<file path="src/rtl/bls_pkg.sv">
// Package for the buzzer and LED priority sequencer.
// Holds the item types, action codes, timing constants and the song ROM contents.
// No dependencies.
package bls_pkg;

   typedef struct packed {
      logic [2:0]  action;
      logic [14:0] blink_half_period;
      logic [2:0]  song_number;
      logic        error_mode;
   } bls_req_type;

   typedef struct packed {
      logic        led;
      logic [10:0] tone_hz;
      logic        sound_active;
   } bls_rsp_type;

   // One ROM row: the step itself plus the precomputed buzzer length
   typedef struct packed {
      logic        note;
      logic [10:0] freq;
      logic [10:0] dur;
      logic [10:0] tone_ms;
   } bls_row_type;

   localparam logic [2:0] ACT_TICK      = 3'd0;
   localparam logic [2:0] ACT_LED_ON    = 3'd1;
   localparam logic [2:0] ACT_LED_OFF   = 3'd2;
   localparam logic [2:0] ACT_BLINK_ON  = 3'd3;
   localparam logic [2:0] ACT_BLINK_OFF = 3'd4;
   localparam logic [2:0] ACT_BEEP      = 3'd5;

   localparam logic [2:0]  SONG_NONE      = 3'd7;
   localparam logic [10:0] LONG_TONE_MS   = 11'd2000;
   localparam logic [15:0] ERROR_BLINK_MS = 16'd50;
   localparam logic [15:0] ELAPSED_MAX    = 16'hFFFF;

   function automatic bls_row_type bls_step(input logic [10:0] f, input logic [10:0] d);
      bls_row_type r;
      r.note    = 1'b1;
      r.freq    = f;
      r.dur     = d;
      r.tone_ms = '0;
      return r;
   endfunction

   // Raw tone sequences; rows not listed are end markers
   function automatic bls_row_type bls_rom_raw(input int idx);
      bls_row_type r;
      r = '0;
      case (idx)
         0:  r = bls_step(11'd440, 11'd50);
         1:  r = bls_step(11'd659, 11'd50);
         3:  r = bls_step(11'd554, 11'd50);
         4:  r = bls_step(11'd659, 11'd50);
         5:  r = bls_step(11'd880, 11'd100);
         7:  r = bls_step(11'd659, 11'd100);
         9:  r = bls_step(11'd200, 11'd100);
         10: r = bls_step(11'd0, 11'd50);
         11: r = bls_step(11'd200, 11'd100);
         13: r = bls_step(11'd200, 11'd100);
         14: r = bls_step(11'd0, 11'd50);
         15: r = bls_step(11'd200, 11'd100);
         16: r = bls_step(11'd0, 11'd50);
         17: r = bls_step(11'd200, 11'd1000);
         19: r = bls_step(11'd440, 11'd50);
         20: r = bls_step(11'd554, 11'd50);
         21: r = bls_step(11'd659, 11'd50);
         22: r = bls_step(11'd880, 11'd50);
         23: r = bls_step(11'd1108, 11'd50);
         24: r = bls_step(11'd1319, 11'd50);
         25: r = bls_step(11'd1760, 11'd100);
         27: r = bls_step(11'd1760, 11'd50);
         28: r = bls_step(11'd1319, 11'd50);
         29: r = bls_step(11'd1108, 11'd50);
         30: r = bls_step(11'd880, 11'd50);
         31: r = bls_step(11'd659, 11'd50);
         32: r = bls_step(11'd554, 11'd50);
         33: r = bls_step(11'd440, 11'd100);
         default: r = '0;
      endcase
      return r;
   endfunction

   // Row as seen through a ROM of the given depth, with the tone length folded in:
   // a tone followed by another tone holds the long length
   function automatic bls_row_type bls_rom_row(input int idx, input int depth);
      bls_row_type s;
      bls_row_type nx;
      s  = (idx < depth) ? bls_rom_raw(idx) : '0;
      nx = ((idx + 1) < depth) ? bls_rom_raw(idx + 1) : '0;
      s.tone_ms = (nx.note && (nx.freq != '0)) ? LONG_TONE_MS : s.dur;
      return s;
   endfunction

   function automatic logic [7:0] bls_song_start(input logic [2:0] song);
      logic [7:0] r;
      case (song)
         3'd0:    r = 8'd0;
         3'd1:    r = 8'd3;
         3'd2:    r = 8'd7;
         3'd3:    r = 8'd9;
         3'd4:    r = 8'd13;
         3'd5:    r = 8'd19;
         3'd6:    r = 8'd27;
         default: r = 8'd255;
      endcase
      return r;
   endfunction

endpackage

</file>
<file path="src/rtl/bls_ctrl.sv">
// Event handling and sequencer state for the buzzer and LED block.
// Depends on bls_pkg; reads the current and following song steps from bls_song_rom.
module bls_ctrl #(
   parameter int DEPTH = 64
) (
   input  logic                        clock,
   input  logic                        reset,
   input  logic                        req_accept,
   input  bls_pkg::bls_req_type        req_data,
   input  bls_pkg::bls_row_type        row_cur,
   input  bls_pkg::bls_row_type        row_nxt,
   output logic [$clog2(DEPTH):0]      rd_addr_a,
   output logic [$clog2(DEPTH):0]      rd_addr_b,
   output bls_pkg::bls_rsp_type        rsp_next
);
   import bls_pkg::*;

   localparam int AW = $clog2(DEPTH);

   logic          led_ff,           led_in;
   logic          default_level_ff, default_level_in;
   logic [14:0]   blink_period_ff,  blink_period_in;
   logic [15:0]   blink_elapsed_ff, blink_elapsed_in;
   logic          playing_ff,       playing_in;
   logic          error_blink_ff,   error_blink_in;
   logic [AW-1:0] step_ff,          step_in;
   logic [15:0]   note_elapsed_ff,  note_elapsed_in;
   logic [10:0]   freq_ff,          freq_in;
   logic [10:0]   tone_left_ff,     tone_left_in;

   logic [7:0]    beep_start;
   bls_row_type   beep_row;
   logic          beep_ok;

   assign beep_start = bls_song_start(req_data.song_number);
   assign beep_row   = bls_rom_row(int'(beep_start), DEPTH);
   assign beep_ok    = (req_data.song_number != SONG_NONE) && (int'(beep_start) < DEPTH)
                       && beep_row.note;

   always_comb begin
      led_in           = led_ff;
      default_level_in = default_level_ff;
      blink_period_in  = blink_period_ff;
      blink_elapsed_in = blink_elapsed_ff;
      playing_in       = playing_ff;
      error_blink_in   = error_blink_ff;
      step_in          = step_ff;
      note_elapsed_in  = note_elapsed_ff;
      freq_in          = freq_ff;
      tone_left_in     = tone_left_ff;
      if (req_accept) begin
         case (req_data.action) inside
            ACT_TICK: begin
               if (tone_left_ff != '0) begin
                  tone_left_in = tone_left_ff - 11'd1;
                  if (tone_left_in == '0) begin
                     freq_in = '0;
                  end
               end
               if (note_elapsed_ff != ELAPSED_MAX) begin
                  note_elapsed_in = note_elapsed_ff + 16'd1;
               end
               if (blink_elapsed_ff != ELAPSED_MAX) begin
                  blink_elapsed_in = blink_elapsed_ff + 16'd1;
               end
               if (playing_ff) begin
                  if (note_elapsed_in > {5'd0, row_cur.dur}) begin
                     step_in = step_ff + AW'(1);
                     if (row_nxt.note) begin
                        note_elapsed_in = '0;
                        // a rest leaves the buzzer alone
                        if (row_nxt.freq != '0) begin
                           freq_in      = (row_nxt.tone_ms == '0) ? '0 : row_nxt.freq;
                           tone_left_in = row_nxt.tone_ms;
                        end
                     end else begin
                        freq_in        = '0;
                        tone_left_in   = '0;
                        playing_in     = 1'b0;
                        error_blink_in = 1'b0;
                        if (blink_period_ff != '0) begin
                           led_in           = ~led_ff;
                           blink_elapsed_in = '0;
                        end else begin
                           led_in = default_level_ff;
                        end
                     end
                  end
                  if (error_blink_in && (blink_elapsed_in > ERROR_BLINK_MS)) begin
                     led_in           = ~led_in;
                     blink_elapsed_in = '0;
                  end
               end else if ((blink_period_ff != '0)
                            && (blink_elapsed_in > {1'b0, blink_period_ff})) begin
                  led_in           = ~led_ff;
                  blink_elapsed_in = '0;
               end
            end
            ACT_LED_ON, ACT_LED_OFF: begin
               default_level_in = (req_data.action == ACT_LED_ON);
               if ((blink_period_ff == '0) && !playing_ff) begin
                  led_in = default_level_in;
               end
            end
            ACT_BLINK_ON: begin
               blink_period_in = req_data.blink_half_period;
               if (!playing_ff) begin
                  led_in           = ~led_ff;
                  blink_elapsed_in = '0;
               end
            end
            ACT_BLINK_OFF: begin
               blink_period_in = '0;
               if (!playing_ff) begin
                  led_in = default_level_ff;
               end
            end
            ACT_BEEP: begin
               if (beep_ok) begin
                  error_blink_in  = req_data.error_mode;
                  playing_in      = 1'b1;
                  step_in         = beep_start[AW-1:0];
                  note_elapsed_in = '0;
                  if (beep_row.freq != '0) begin
                     freq_in      = (beep_row.tone_ms == '0) ? '0 : beep_row.freq;
                     tone_left_in = beep_row.tone_ms;
                  end
                  if (!req_data.error_mode) begin
                     led_in = 1'b0;
                  end else begin
                     led_in           = ~led_ff;
                     blink_elapsed_in = '0;
                  end
               end
            end
            default: begin
            end
         endcase
      end
   end

   always_ff @(posedge clock) begin
      if (reset) begin
         led_ff           <= 1'b0;
         default_level_ff <= 1'b0;
         blink_period_ff  <= '0;
         blink_elapsed_ff <= '0;
         playing_ff       <= 1'b0;
         error_blink_ff   <= 1'b0;
         step_ff          <= '0;
         note_elapsed_ff  <= '0;
         freq_ff          <= '0;
         tone_left_ff     <= '0;
      end else begin
         led_ff           <= led_in;
         default_level_ff <= default_level_in;
         blink_period_ff  <= blink_period_in;
         blink_elapsed_ff <= blink_elapsed_in;
         playing_ff       <= playing_in;
         error_blink_ff   <= error_blink_in;
         step_ff          <= step_in;
         note_elapsed_ff  <= note_elapsed_in;
         freq_ff          <= freq_in;
         tone_left_ff     <= tone_left_in;
      end
   end

   // Fetch the rows for the step that holds after this cycle
   assign rd_addr_a = {1'b0, step_in};
   assign rd_addr_b = {1'b0, step_in} + (AW + 1)'(1);

   assign rsp_next.led          = led_in;
   assign rsp_next.tone_hz      = freq_in;
   assign rsp_next.sound_active = playing_in;

`ifndef ASSERT_OFF
   a_silent_when_done: assert property (@(posedge clock) disable iff (reset)
      (tone_left_ff == '0) |-> (freq_ff == '0))
      else $error("buzzer sounds with no time left");
   a_error_needs_play: assert property (@(posedge clock) disable iff (reset)
      error_blink_ff |-> playing_ff)
      else $error("error blink active without playback");
   a_hold_when_idle: assert property (@(posedge clock) disable iff (reset)
      !req_accept |=> ($stable(note_elapsed_ff) && $stable(step_ff) && $stable(led_ff)))
      else $error("state moved without an item");
`endif

endmodule

</file>
<file path="config.mk">
export PLATFORM = sky130hd
export DESIGN_NAME = bls_ctrl
export DESIGN_NICKNAME = d
export VERILOG_FILES = /design/src/rtl/bls_pkg.sv /design/src/rtl/bls_ctrl.sv
export SDC_FILE = /design/constraint.sdc
export NUM_CORES = 1
export LEC_CHECK = 0
export ABC_AREA = 1
export BUFFER_PORTS_ARGS = -buffer_cell sky130_fd_sc_hd__buf_2
export CORE_AREA = 8 8 147 149
export CTS_CLUSTER_DIAMETER = 60
export DETAILED_ROUTE_END_ITERATION = 10
export DIE_AREA = 0 0 155 157
export SYNTH_ARGS = -nofsm -noshare
export SYNTH_HDL_FRONTEND = slang
export SYNTH_MEMORY_MAX_BITS = 65536
export SYNTH_SLANG_ARGS = --single-unit
</file>
<file path="constraint.sdc">
create_clock -name clock -period 5.3 [get_ports clock]
set_clock_uncertainty 0.1 [all_clocks]
set_input_delay 0.795 -clock clock [delete_from_list [all_inputs] [get_ports clock]]
set_output_delay 0.795 -clock clock [all_outputs]
set_load 0.005 [all_outputs]
</file>
### Word level (Yosys, flattened, before mapping)

Memories as Yosys holds them, arrays and structs flattened.
Index checks and enable logic that the tools add are counted.

* $add $sub $neg: 6
* order comparisons: 5
* equality and inequality tests: 20
* muxes and demuxes: 119
* bitwise gates (word level): 4
* reductions and logical operators: 34

Operators by type and width (number)
* $mux W16: 32
* $mux W11: 29
* $mux W34: 4
* $pmux W8 S7: 1
* $mux W6: 9
* $reduce_bool A11 Y1: 4
* $mux W1: 42
* $logic_not A11 Y1: 3
* $add A16 B1 Y16 const B: 2
* $lt A32 B8 Y1 const B: 1
* $ne A16 B16 Y1 const B: 2
* $mux W15: 2
* $logic_not A26 Y1: 1
* $reduce_and A7 Y1: 3
* $gt A16 B11 Y1: 1
* $gt A16 B15 Y1: 1
* $gt A16 B6 Y1 const B: 1
* $eq A3 B3 Y1 const B: 5
* $logic_not A15 Y1: 1
* $reduce_bool A15 Y1: 1
* $eq A3 B2 Y1 const B: 4
* $sub A11 B1 Y11 const B: 1
* $add A8 B1 Y9 const B: 1
* $ne A3 B3 Y1 const B: 3
* 16 further kinds: 34

* bits in registers: 79
* ROM bits: 2688
* bits of input ports: 93
* word-level logic and storage cells: 200
* memories kept: 2

Memory list
* (no name shown): depth 64, bits a word 21, rd ports 1, clocked after memory_dff 0, wr ports 0, line bls_pkg.sv:52 `case (idx)`
* (no name shown): depth 64, bits a word 21, rd ports 1, clocked after memory_dff 0, wr ports 0, line bls_pkg.sv:52

### Depth between registers and ports, before layout

Gate-level depths: netlist of run 1.

* word-level depth: 19
* mapped depth: 32
* gate-level depth less buffers: 31

### Worst setup path before layout of run 1

Ideal clock, no wire load.

* path kind: in2out
* start: in req_data[2] (netlist bit)
* end: out rsp_next[11] (netlist bit)
* arrival: 3.655 ns
* data required time: 4.405 ns
* setup slack: 0.750 ns
* stages on the path: 23
* path buffers: 2
* path through: inv_1 -> ha_1 -> nor2_1 -> nand3_1 -> buf_4 -> nand2_1 -> inv_2 -> nand3_2 -> ha_1 -> inv_1 -> nand2_1 -> o21ai_0 -> a21oi_1 -> o21ai_0 -> a21oi_1 -> nor4_1 -> nand2_1 -> nand2_2 -> buf_6 -> nand2_1 -> a21oi_1 -> o21ai_1 -> nand2_1

RTL lines
* from (decl): line bls_ctrl.sv:9 `input bls_pkg::bls_req_type req_data,`
* to (decl): line bls_ctrl.sv:14 `output bls_pkg::bls_rsp_type rsp_next`

### Worst setup path in the final report of run 1

* start: reg note_elapsed_ff[1]
* end: out rd_addr_b[4]

* cells in the longest elaborated chain, start to end: 10
* elaborated cells between the ends (all ways): 11
* classes of those cells: add/sub: 2; order compare: 1; eq/ne: 1; mux: 7

RTL lines
* from (decl): line bls_ctrl.sv:27 `logic [15:0] note_elapsed_ff, note_elapsed_in;`
* from (signal assigned): line bls_ctrl.sv:162 `note_elapsed_ff <= note_elapsed_in;`
* $add A16 B1 Y16 or $ne A16 B16 Y1 (tied branches): line bls_ctrl.sv:61, bls_ctrl.sv:60
* $mux W16 *: line bls_ctrl.sv:60 `if (note_elapsed_ff != ELAPSED_MAX) begin`
* $mux W16 *: line bls_ctrl.sv:52 `case (req_data.action) inside`
* $mux W16 *: line bls_ctrl.sv:51 `if (req_accept) begin`
* $gt A16 B11 Y1 *: line bls_ctrl.sv:67 `if (note_elapsed_in > {5'd0, row_cur.dur}) begin`
* $mux W6 *: line bls_ctrl.sv:67
* $mux W6 *: line bls_ctrl.sv:66 `if (playing_ff) begin`
* $mux W6 *: line bls_ctrl.sv:52
* $mux W6 *: line bls_ctrl.sv:51
* $add A6 B1 Y7 *: line bls_ctrl.sv:170 `assign rd_addr_b = {1'b0, step_in} + (AW + 1)'(1);`
* to (decl): line bls_ctrl.sv:13 `output logic [$clog2(DEPTH):0] rd_addr_b,`

Every way passes the cells marked *; elsewhere a longest branch is shown, timed or not. The select of a mux whose other input is x is not followed.

==> results of run 1 <==
## sequential cells by signal (all words and copies together), names as in the netlist, 6 cells and up
register          flops
blink_elapsed_ff     16
note_elapsed_ff      16
blink_period_ff      15
freq_ff              11
tone_left_ff         11
step_ff               6
## cells in the mapped netlist, types with 8 or more instances
master and instances:
xor2_1 17, clkbuf_1 28, o21ai_1 14, nor2_1 109, inv_1 145, nor2_2 13, a31oi_1 8, nand2_1 337
nand2_2 8, inv_2 9, nand3_1 107, a21oi_1 124, o211ai_1 16, ha_1 47, buf_4 8, xnor2_1 11
o21ai_0 72, dfxtp_1 79, nand4_1 22, nor3_1 23, o22ai_1 10
## worst reg2reg max path, stage by stage, from the launching register on
cell	delay (ps)
dfxtp_2	370
ha_2	210
nand3_1	120
nor2_4	160
nand4_1	170
inv_1	170
nor3_2	60
a21oi_1	180
ha_1	280
nand2_1	60
nor2_1	50
a211oi_2	190
o21ai_1	140
nand3_1	110
nand2_1	100
nand2_1	140
nor2_4	90
inv_2	160
nor2_4	90
buf_4	170
inv_2	150
nand2_1	130
inv_2	240
nand3_1	110
a21oi_1	130
## worst min-delay path by stage
stage,endpoint,start,slack [ps],depth (start not counted)
CTS,blink_period_ff[10]$_SDFFE_PP0P_,blink_period_ff[10]$_SDFFE_PP0P_,380,2
finish,blink_period_ff[10]$_SDFFE_PP0P_,blink_period_ff[10]$_SDFFE_PP0P_,380,2
detailed placement,blink_period_ff[10]$_SDFFE_PP0P_,blink_period_ff[10]$_SDFFE_PP0P_,370,2
global route,blink_period_ff[2]$_SDFFE_PP0P_,blink_period_ff[2]$_SDFFE_PP0P_,410,2
floorplan,error_blink_ff$_SDFFE_PP0P_,error_blink_ff$_SDFFE_PP0P_,350,2
global placement,error_blink_ff$_SDFFE_PP0P_,error_blink_ff$_SDFFE_PP0P_,360,2
## cells in the final DEF, fill, tap and decap left out, drive strengths merged, types with 2 or more instances in the layout
cell type | Yosys | routed
clkbuf | 28 | 9
o211ai | 16 | 16
or4 | 2 | 2
xor2 | 17 | 17
clkinvlp | 0 | 2
buf | 20 | 117
nand3 | 111 | 111
bufinv | 0 | 2
o31ai | 2 | 2
nand3b | 4 | 4
a21oi | 124 | 124
o21a | 4 | 4
nor4 | 6 | 6
a211oi | 4 | 4
o221ai | 2 | 2
o21bai | 2 | 2
dfxtp | 79 | 79
clkinv | 5 | 5
inv | 154 | 157
nor2 | 123 | 123
or2 | 3 | 3
nor3 | 24 | 24
o21ai | 91 | 91
o22ai | 10 | 10
nand4 | 23 | 23
xnor2 | 11 | 11
a31oi | 8 | 8
nand2 | 346 | 346
ha | 47 | 47
## power by group through the flow
| stage | clock network [mW] | logic, mW | registers, mW |
|---|---|---|---|
| 6_report | 0.711 | 0.463 | 0.620 |
| 5_1_grt | 0.740 | 0.519 | 0.621 |
| 4_1_cts | 0.719 | 0.452 | 0.619 |
| 3_5_place_dp | 0 | 0.449 | 0.633 |
| 3_3_place_gp | 0 | 0.448 | 0.633 |
| 2_1_floorplan | 0 | 0.314 | 0.628 |
## per-layer routing
metal	vias up	global-route usage	part of all wire
li1	4397	-	-
met1	3820	0.242	0.46
met4	0	0.0490	0.015
met2	229	0.328	0.48
met3	29	0.0307	0.046
met5	-	0	0
## timing repair
action | CTS | global route
setup endpoints to repair | 4 | 20
buffers inserted | 0 | 10
pin swaps | 1 | 6
resized for setup | 1 | 24
gates cloned | 0 | 0
## stage by stage
stage / cells / cell area (µm²) / power (mW) / hold WS, ps
after CTS: 1618 / 8590 / 1.79 / 382
final: 1628 / 8760 / 1.79 / 379
after global placement: 1602 / 8260 / 1.08 / 358
after detailed placement: 1602 / 8260 / 1.08 / 373
after floorplan: 1278 / 7590 / 0.943 / 345
after global routing: 1628 / 8760 / 1.88 / 407
## layout make-up
cell class / instances / area share
Clock inverter: 7 / 0.0116
Clock buffer: 9 / 0.0257
Multi-Input combinational cell: 992 / 0.599
Inverter: 159 / 0.0681
Timing Repair Buffer: 117 / 0.0767
Sequential cell: 79 / 0.181
Tap cell: 265 / 0.0379
## logic make-up (layout without fill, tap and decap cells)
kind of cell             after synthesis  after routing  share of synthesized area
flip-flops                            79             79                      0.208
XOR/XNOR                              28             28                     0.0323
AO/OA/AOI/OAI                        272            272                      0.200
adder cells (fa/ha/maj)               47             47                     0.0775
AND/OR/NAND/NOR                      644            644                      0.369
buffers and inverters                207            292                      0.112
other                                  1              1                   0.000494
==> impl_metrics.py, run 1 <==
metrics = {
    "status": {
        "status": "finished clean",
    },
    "drt": {
        "detail-route-antenna-nets": 0,
        "vias_per_cell": 5.21,
        "routed-via-count": 8475,
        "routed_wire_length_per_instance_um": 14.4,
        "routed_wirelength_um": 23400,
        "detail_route.drc_violations": 0,
        "initialDrtViolationCount": 695,
        "first_pass_iters": 5,
    },
    "power_and_ir_drop": {
        "power.switching_fraction": 0.337,
        "power.internal_mw": 1.19,
        "pwr-share-clk": 0.396,
        "vdd.ir_drop.worst_uv": 161,
        "p_leak_nw": 3.89,
        "power.share.combinational": 0.258,
        "switching_power_uw": 604,
        "power.density_nw_per_um2": 205,
        "power.share.sequential": 0.346,
    },
    "setup_path": {
        "required_ps": 4410,
        "critical_path.reg2reg.startpoint": "note_elapsed_ff[1]$_SDFFE_PP0P_",
        "timing.critical_path.mode_cell": "nand2_1",
        "critPathMaxFanout": 6,
        "path_delay_family": "simple AND/OR/NAND/NOR gates",
        "critPathLaunch": "note_elapsed_ff[1]$_SDFFE_PP0P_",
        "worstSetupPathType": "reg -> out",
        "timing.critical_path.slowest_cell_delay_ps": 370,
        "worstReg2RegEnd": "note_elapsed_ff[12]$_SDFFE_PP0P_",
        "ff2ff_setup_slack_ps": 1340,
        "rr_worst_depth": 24,
        "worstSetupEndpoint": "rd_addr_b[4]",
        "worstSetupEndpointType": "primary output",
        "arrival_time_of_the_worst_setup_path_ps": 4140,
        "critical_path.n_buffers_inverters": 3,
        "timing.critical_path.depth": 26,
        "timing.critical_path.slowest_stage_cell": "dfxtp_2",
        "startpoint_type": "register",
    },
    "final_layout": {
        "layout-drive-gt1-share": 0.145,
        "total_area_of_multi_input_combinational_cells_um2": 5250,
        "postLayoutCoreUtil": 0.456,
        "area_growth_syn_to_layout_pct": 15.5,
        "antenna_cells_inserted": 0,
        "final.fill_count": 2077,
        "layout.area.seq_um2": 1590,
        "fin_nets": 1498,
    },
    "clock_network": {
        "postCtsHoldBufs": 0,
        "cts-htree-levels": 3,
        "clk_transition_reported_paths_ps": 70,
        "cts_num_sinks": 79,
        "cts_tree": "yes",
        "worstSkewPairLatency_ps": 350,
        "cts-root-buf": "clkbuf_16",
        "max-clock-path-buffers": 2,
        "numCtsBuffers": 9,
    },
    "hold_path": {
        "holdCritPathClass": "reg -> reg",
    },
    "global_route": {
        "grt_start_max_net_pins": 72,
        "first_pass_grt_wire_length_um": 38200,
        "vias_in_the_first_global_route": 7911,
        "overflow": 0,
        "antenna_found_initial": 0,
        "globalRouteTotalUtil": 0.190,
    },
    "timing": {
        "slew_violations": 0,
        "maxClockFrequency_ghz": 0.199,
        "finalSetupViolCount": 0,
        "hold_violations": 0,
        "setup_ws_ps": 265,
        "tightest_slew_ps": 951,
        "setup_tns_ps": 0,
        "tcrit_tclk_final": 0.950,
        "max_slew_margin": 0.363,
        "timing.final.crit_period_ps": 5030,
    },
    "yosys": {
        "async_reset_ff_frac": 0,
        "synth_cell_types": 55,
        "synth_nets": 1418,
        "ys.flop_type": "dfxtp_1",
        "synth.area.top_cells": "dfxtp_1 21%, nand2_1 17%, a21oi_1 8.2%",
        "yosysTopAreaCellShare": 0.208,
        "synth_seq_cells": 79,
        "synth_sequential_area_ratio": 0.208,
        "mappedNetlistArea_um2": 7590,
        "number_of_enable_type_register_cells_in_the_synthesized_netlist": 0,
        "synth_area_per_cell_um2": 5.94,
        "yosysWarnings": 0,
        "postSynthCellCount": 1278,
        "synth_area_leader_cell": "dfxtp_1",
    },
    "floorplanning": {
        "die_w_um": 155,
        "io_pins": 120,
        "floorplan.core_area_um2": 19200,
        "initial_utilization": 0.395,
        "die_area_um2": 24300,
        "fp-row-count": 51,
        "die_h_um": 157,
    },
    "placement": {
        "port-buffer-count": 84,
        "dp_worst_setup_slack_ps": 260,
        "gp_congestion": 0.893,
        "dp_hpwl_um": 17800,
    },
    "flow_run": {
        "drv.max_cap_violation_count": 0,
    },
}
Note: power is estimated with default switching activity, not from simulation.
==> inputs of run 2 (changes only) <==
--- a/config.mk
+++ b/config.mk
@@ -5,12 +5,12 @@
 export SDC_FILE = /design/constraint.sdc
 export NUM_CORES = 1
 export LEC_CHECK = 0
-export ABC_AREA = 1
 export BUFFER_PORTS_ARGS = -buffer_cell sky130_fd_sc_hd__buf_2
-export CORE_AREA = 8 8 147 149
+export CORE_AREA = 8 8 143 145
 export CTS_CLUSTER_DIAMETER = 60
+export CTS_CLUSTER_SIZE = 24
 export DETAILED_ROUTE_END_ITERATION = 10
-export DIE_AREA = 0 0 155 157
+export DIE_AREA = 0 0 151 153
 export SYNTH_ARGS = -nofsm -noshare
 export SYNTH_HDL_FRONTEND = slang
 export SYNTH_MEMORY_MAX_BITS = 65536
==> impl_metrics.py, run 2 <==
metrics = {
    "status": {
        "status": "finished clean",
    },
    "yosys": {
        "postSynthCellCount": 970,
        "synth_nets": 1110,
        "synth_seq_cells": 79,
        "yosysTopAreaCellShare": 0.223,
        "synth.most_common_cell": "nor2_1",
        "synth_sequential_area_ratio": 0.223,
        "ys.flop_type": "dfxtp_1",
        "synth_area_per_cell_um2": 7.32,
        "number_of_enable_type_register_cells_in_the_synthesized_netlist": 0,
        "synth.area.top_cells": "dfxtp_1 22%, ha_1 8.3%, nor2_1 5.9%",
        "mappedNetlistArea_um2": 7100,
        "async_reset_ff_frac": 0,
        "synth_area_leader_cell": "dfxtp_1",
        "yosysWarnings": 0,
        "yosys-top-cells-count": "112 x nor2_1, 81 x nand2_1, 79 x dfxtp_1",
        "synth_cell_types": 84,
    },
    "clock_network": {
        "cts-root-buf": "clkbuf_16",
        "cts-htree-levels": 3,
        "max-clock-path-buffers": 2,
        "postCtsHoldBufs": 0,
        "clk_transition_reported_paths_ps": 60,
        "cts_tree": "yes",
        "numCtsBuffers": 9,
        "cts_num_sinks": 79,
        "worstSkewPairLatency_ps": 340,
    },
    "global_route": {
        "vias_in_the_first_global_route": 7084,
        "antenna_found_initial": 2,
        "overflow": 0,
        "globalRouteTotalUtil": 0.188,
        "grt_start_max_net_pins": 43,
        "first_pass_grt_wire_length_um": 36000,
    },
    "drt": {
        "first_pass_iters": 5,
        "routed_wire_length_per_instance_um": 17.1,
        "initialDrtViolationCount": 583,
        "detail_route.drc_violations": 0,
        "detail-route-antenna-nets": 0,
        "routed-via-count": 7592,
        "vias_per_cell": 5.80,
        "routed_wirelength_um": 22400,
    },
    "floorplanning": {
        "floorplan.core_area_um2": 18300,
        "die_w_um": 151,
        "fp-row-count": 50,
        "initial_utilization": 0.389,
        "die_h_um": 153,
        "io_pins": 120,
        "die_area_um2": 23100,
    },
    "timing": {
        "hold_ws_ps": 418,
        "max_slew_margin": 0.297,
        "finalSetupViolCount": 0,
        "timing.final.crit_period_ps": 5120,
        "tcrit_tclk_final": 0.966,
        "tightest_slew_ps": 1050,
        "slew_violations": 0,
        "hold_violations": 0,
        "maxClockFrequency_ghz": 0.195,
    },
    "power_and_ir_drop": {
        "power.share.combinational": 0.247,
        "p_leak_nw": 3.55,
        "pwr-share-clk": 0.406,
        "power.internal_mw": 1.27,
        "vdd.ir_drop.worst_uv": 159,
        "power.switching_fraction": 0.299,
        "power.share.sequential": 0.347,
        "switching_power_uw": 541,
        "p_total_mw": 1.81,
        "power.density_nw_per_um2": 207,
    },
    "hold_path": {
        "hp-start": "tone_left_ff[10]$_SDFFE_PP0P_",
        "holdCritPathClass": "reg -> reg",
        "worst_hold_path.endpoint": "tone_left_ff[10]$_SDFFE_PP0P_",
        "min_delay_path_depth": 2,
    },
    "setup_path": {
        "required_ps": 4410,
        "rr_worst_depth": 20,
        "worstSetupPathType": "in -> out",
        "critPathMaxFanout": 6,
        "critical_path.n_buffers_inverters": 4,
        "critical_path.reg2reg.startpoint": "note_elapsed_ff[1]$_SDFFE_PP0P_",
        "worstSetupEndpointType": "primary output",
        "worstReg2RegEnd": "tone_left_ff[2]$_SDFFE_PP0P_",
        "arrival_time_of_the_worst_setup_path_ps": 4220,
        "timing.critical_path.slowest_cell_delay_ps": 520,
        "cp_cell_sequence": "buf_2, inv_1, ha_2, or2_4, nor2_4, ha_4, mux2i_1, nor2_1, a311oi_2, a21oi_1, or4_1, or4_4, o21ai_4, buf_4, a21oi_1, o221a_2, buf_2",
        "ff2ff_setup_slack_ps": 990,
        "timing.critical_path.slowest_stage_cell": "or4_1",
        "startpoint_type": "input port",
        "path_delay_family": "simple AND/OR/NAND/NOR gates",
    },
    "final_layout": {
        "area_growth_syn_to_layout_pct": 22.8,
        "mostFrequentLayoutCell": "nor2_1",
        "postLayoutCoreUtil": 0.477,
        "layout-drive-gt1-share": 0.238,
        "most-common-layout-cells": "105 x nor2_1, 84 x buf_2, 76 x nand2_1",
        "stdcell_count": 1309,
        "stdcell_area_um2": 8720,
        "reg.largest.list": "blink_elapsed_ff (16), note_elapsed_ff (16), blink_period_ff (15)",
        "fin_nets": 1210,
    },
    "placement": {
        "gp_congestion": 0.919,
        "placed_cell_area_um2": 7960,
        "port-buffer-count": 84,
        "dpl.cell_count": 1280,
        "dp_hpwl_um": 16400,
    },
    "flow_run": {
        "drv.max_cap_violation_count": 0,
    },
}
-- run 2: changes by cell type after synthesis, sizes merged, moves of 14 or more --
cell,change
inv,-102
a21oi,-71
nor2b,+18
xnor2,+15
o21ai,-44
nor4,+14
nand3,-71
a22oi,+52
nand2,-264
-- run 2: power groups by stage --
| stage | clock [mW] | sequential (mW) | combinational (mW) |
|---|---|---|---|
| after detailed placement | 0 | 0.640 | 0.429 |
| after CTS | 0.749 | 0.627 | 0.432 |
| after global routing | 0.777 | 0.630 | 0.491 |
| final | 0.734 | 0.628 | 0.447 |
| after floorplan | 0 | 0.633 | 0.296 |
| after global placement | 0 | 0.640 | 0.429 |
-- run 2: layout make-up --
type | count | area (µm²)
Timing Repair Buffer | 151 | 938
Inverter | 52 | 195
Clock inverter | 5 | 106
Sequential cell | 79 | 1590
Antenna cell | 1 | 2.50
Clock buffer | 10 | 239
Multi-Input combinational cell | 777 | 5360
Fill cell | 1887 | 9550
Tap cell | 234 | 293
-- run 2: worst register-to-register path, cell delays in order (launching register included) --
cell and delay (ps):
dfxtp_2 350, ha_4 150, nand4_1 190, nor2_4 200, nand3_4 140, and3_4 220
nand2_4 90, xnor2_4 80, ha_4 280, o21a_1 110, nor2_1 40, a311o_1 320
a31oi_1 220, buf_4 180, o31ai_4 90, buf_4 210, nor2_1 640, a22oi_1 200
o2bb2ai_1 190, a211oi_1 90, nor3_1 170
-- run 2: repair_timing --
action	in CTS	in global routing
setup endpoints to repair	20	21
buffers inserted	3	10
pin swaps	5	26
hold endpoints to repair	0	0
resized for setup	7	65
-- run 2: worst max path at each step --
stage | depth (start not counted) | startpoint | endpoint
floorplan | 20 | req_data[1] | rsp_next[8]
global placement | 17 | req_data[1] | rsp_next[2]
detailed placement | 17 | req_data[1] | rsp_next[2]
CTS | 17 | req_data[1] | rsp_next[2]
global route | 21 | note_elapsed_ff[13]$_SDFFE_PP0P_ | rd_addr_b[4]
finish | 17 | req_data[1] | rsp_next[5]
-- run 2: kinds of logic (layout without fill, tap and decap cells) --
kind of cell / count (synthesis) / after routing / share of synthesized area
AOI/OAI and AO/OA: 280 / 280 / 0.273
xor gates and xnor gates: 32 / 32 / 0.0395
adders and majority gates: 47 / 47 / 0.0828
buffers and inverters: 114 / 218 / 0.0680
DFF: 79 / 79 / 0.223
muxes: 21 / 21 / 0.0314
other: 1 / 2 / 0.000528
and+or+nand+nor: 396 / 396 / 0.282
-- run 2: per-layer routing --
metal / wire [µm] / GRT usage / up-vias
met5: 10 / 0 / -
met1: 10300 / 0.250 / 3555
li1: - / - / 3782
met3: 1080 / 0.0340 / 36
met4: 510 / 0.0655 / 2
met2: 10500 / 0.298 / 217
-- run 2: through the flow --
step,setup slack (ps),TNS (ps)
after floorplan,58.9,0
after global placement,36.5,0
after detailed placement,25.5,0
after CTS,15.5,0
after global routing,-28.9,-51.0
final,181,0
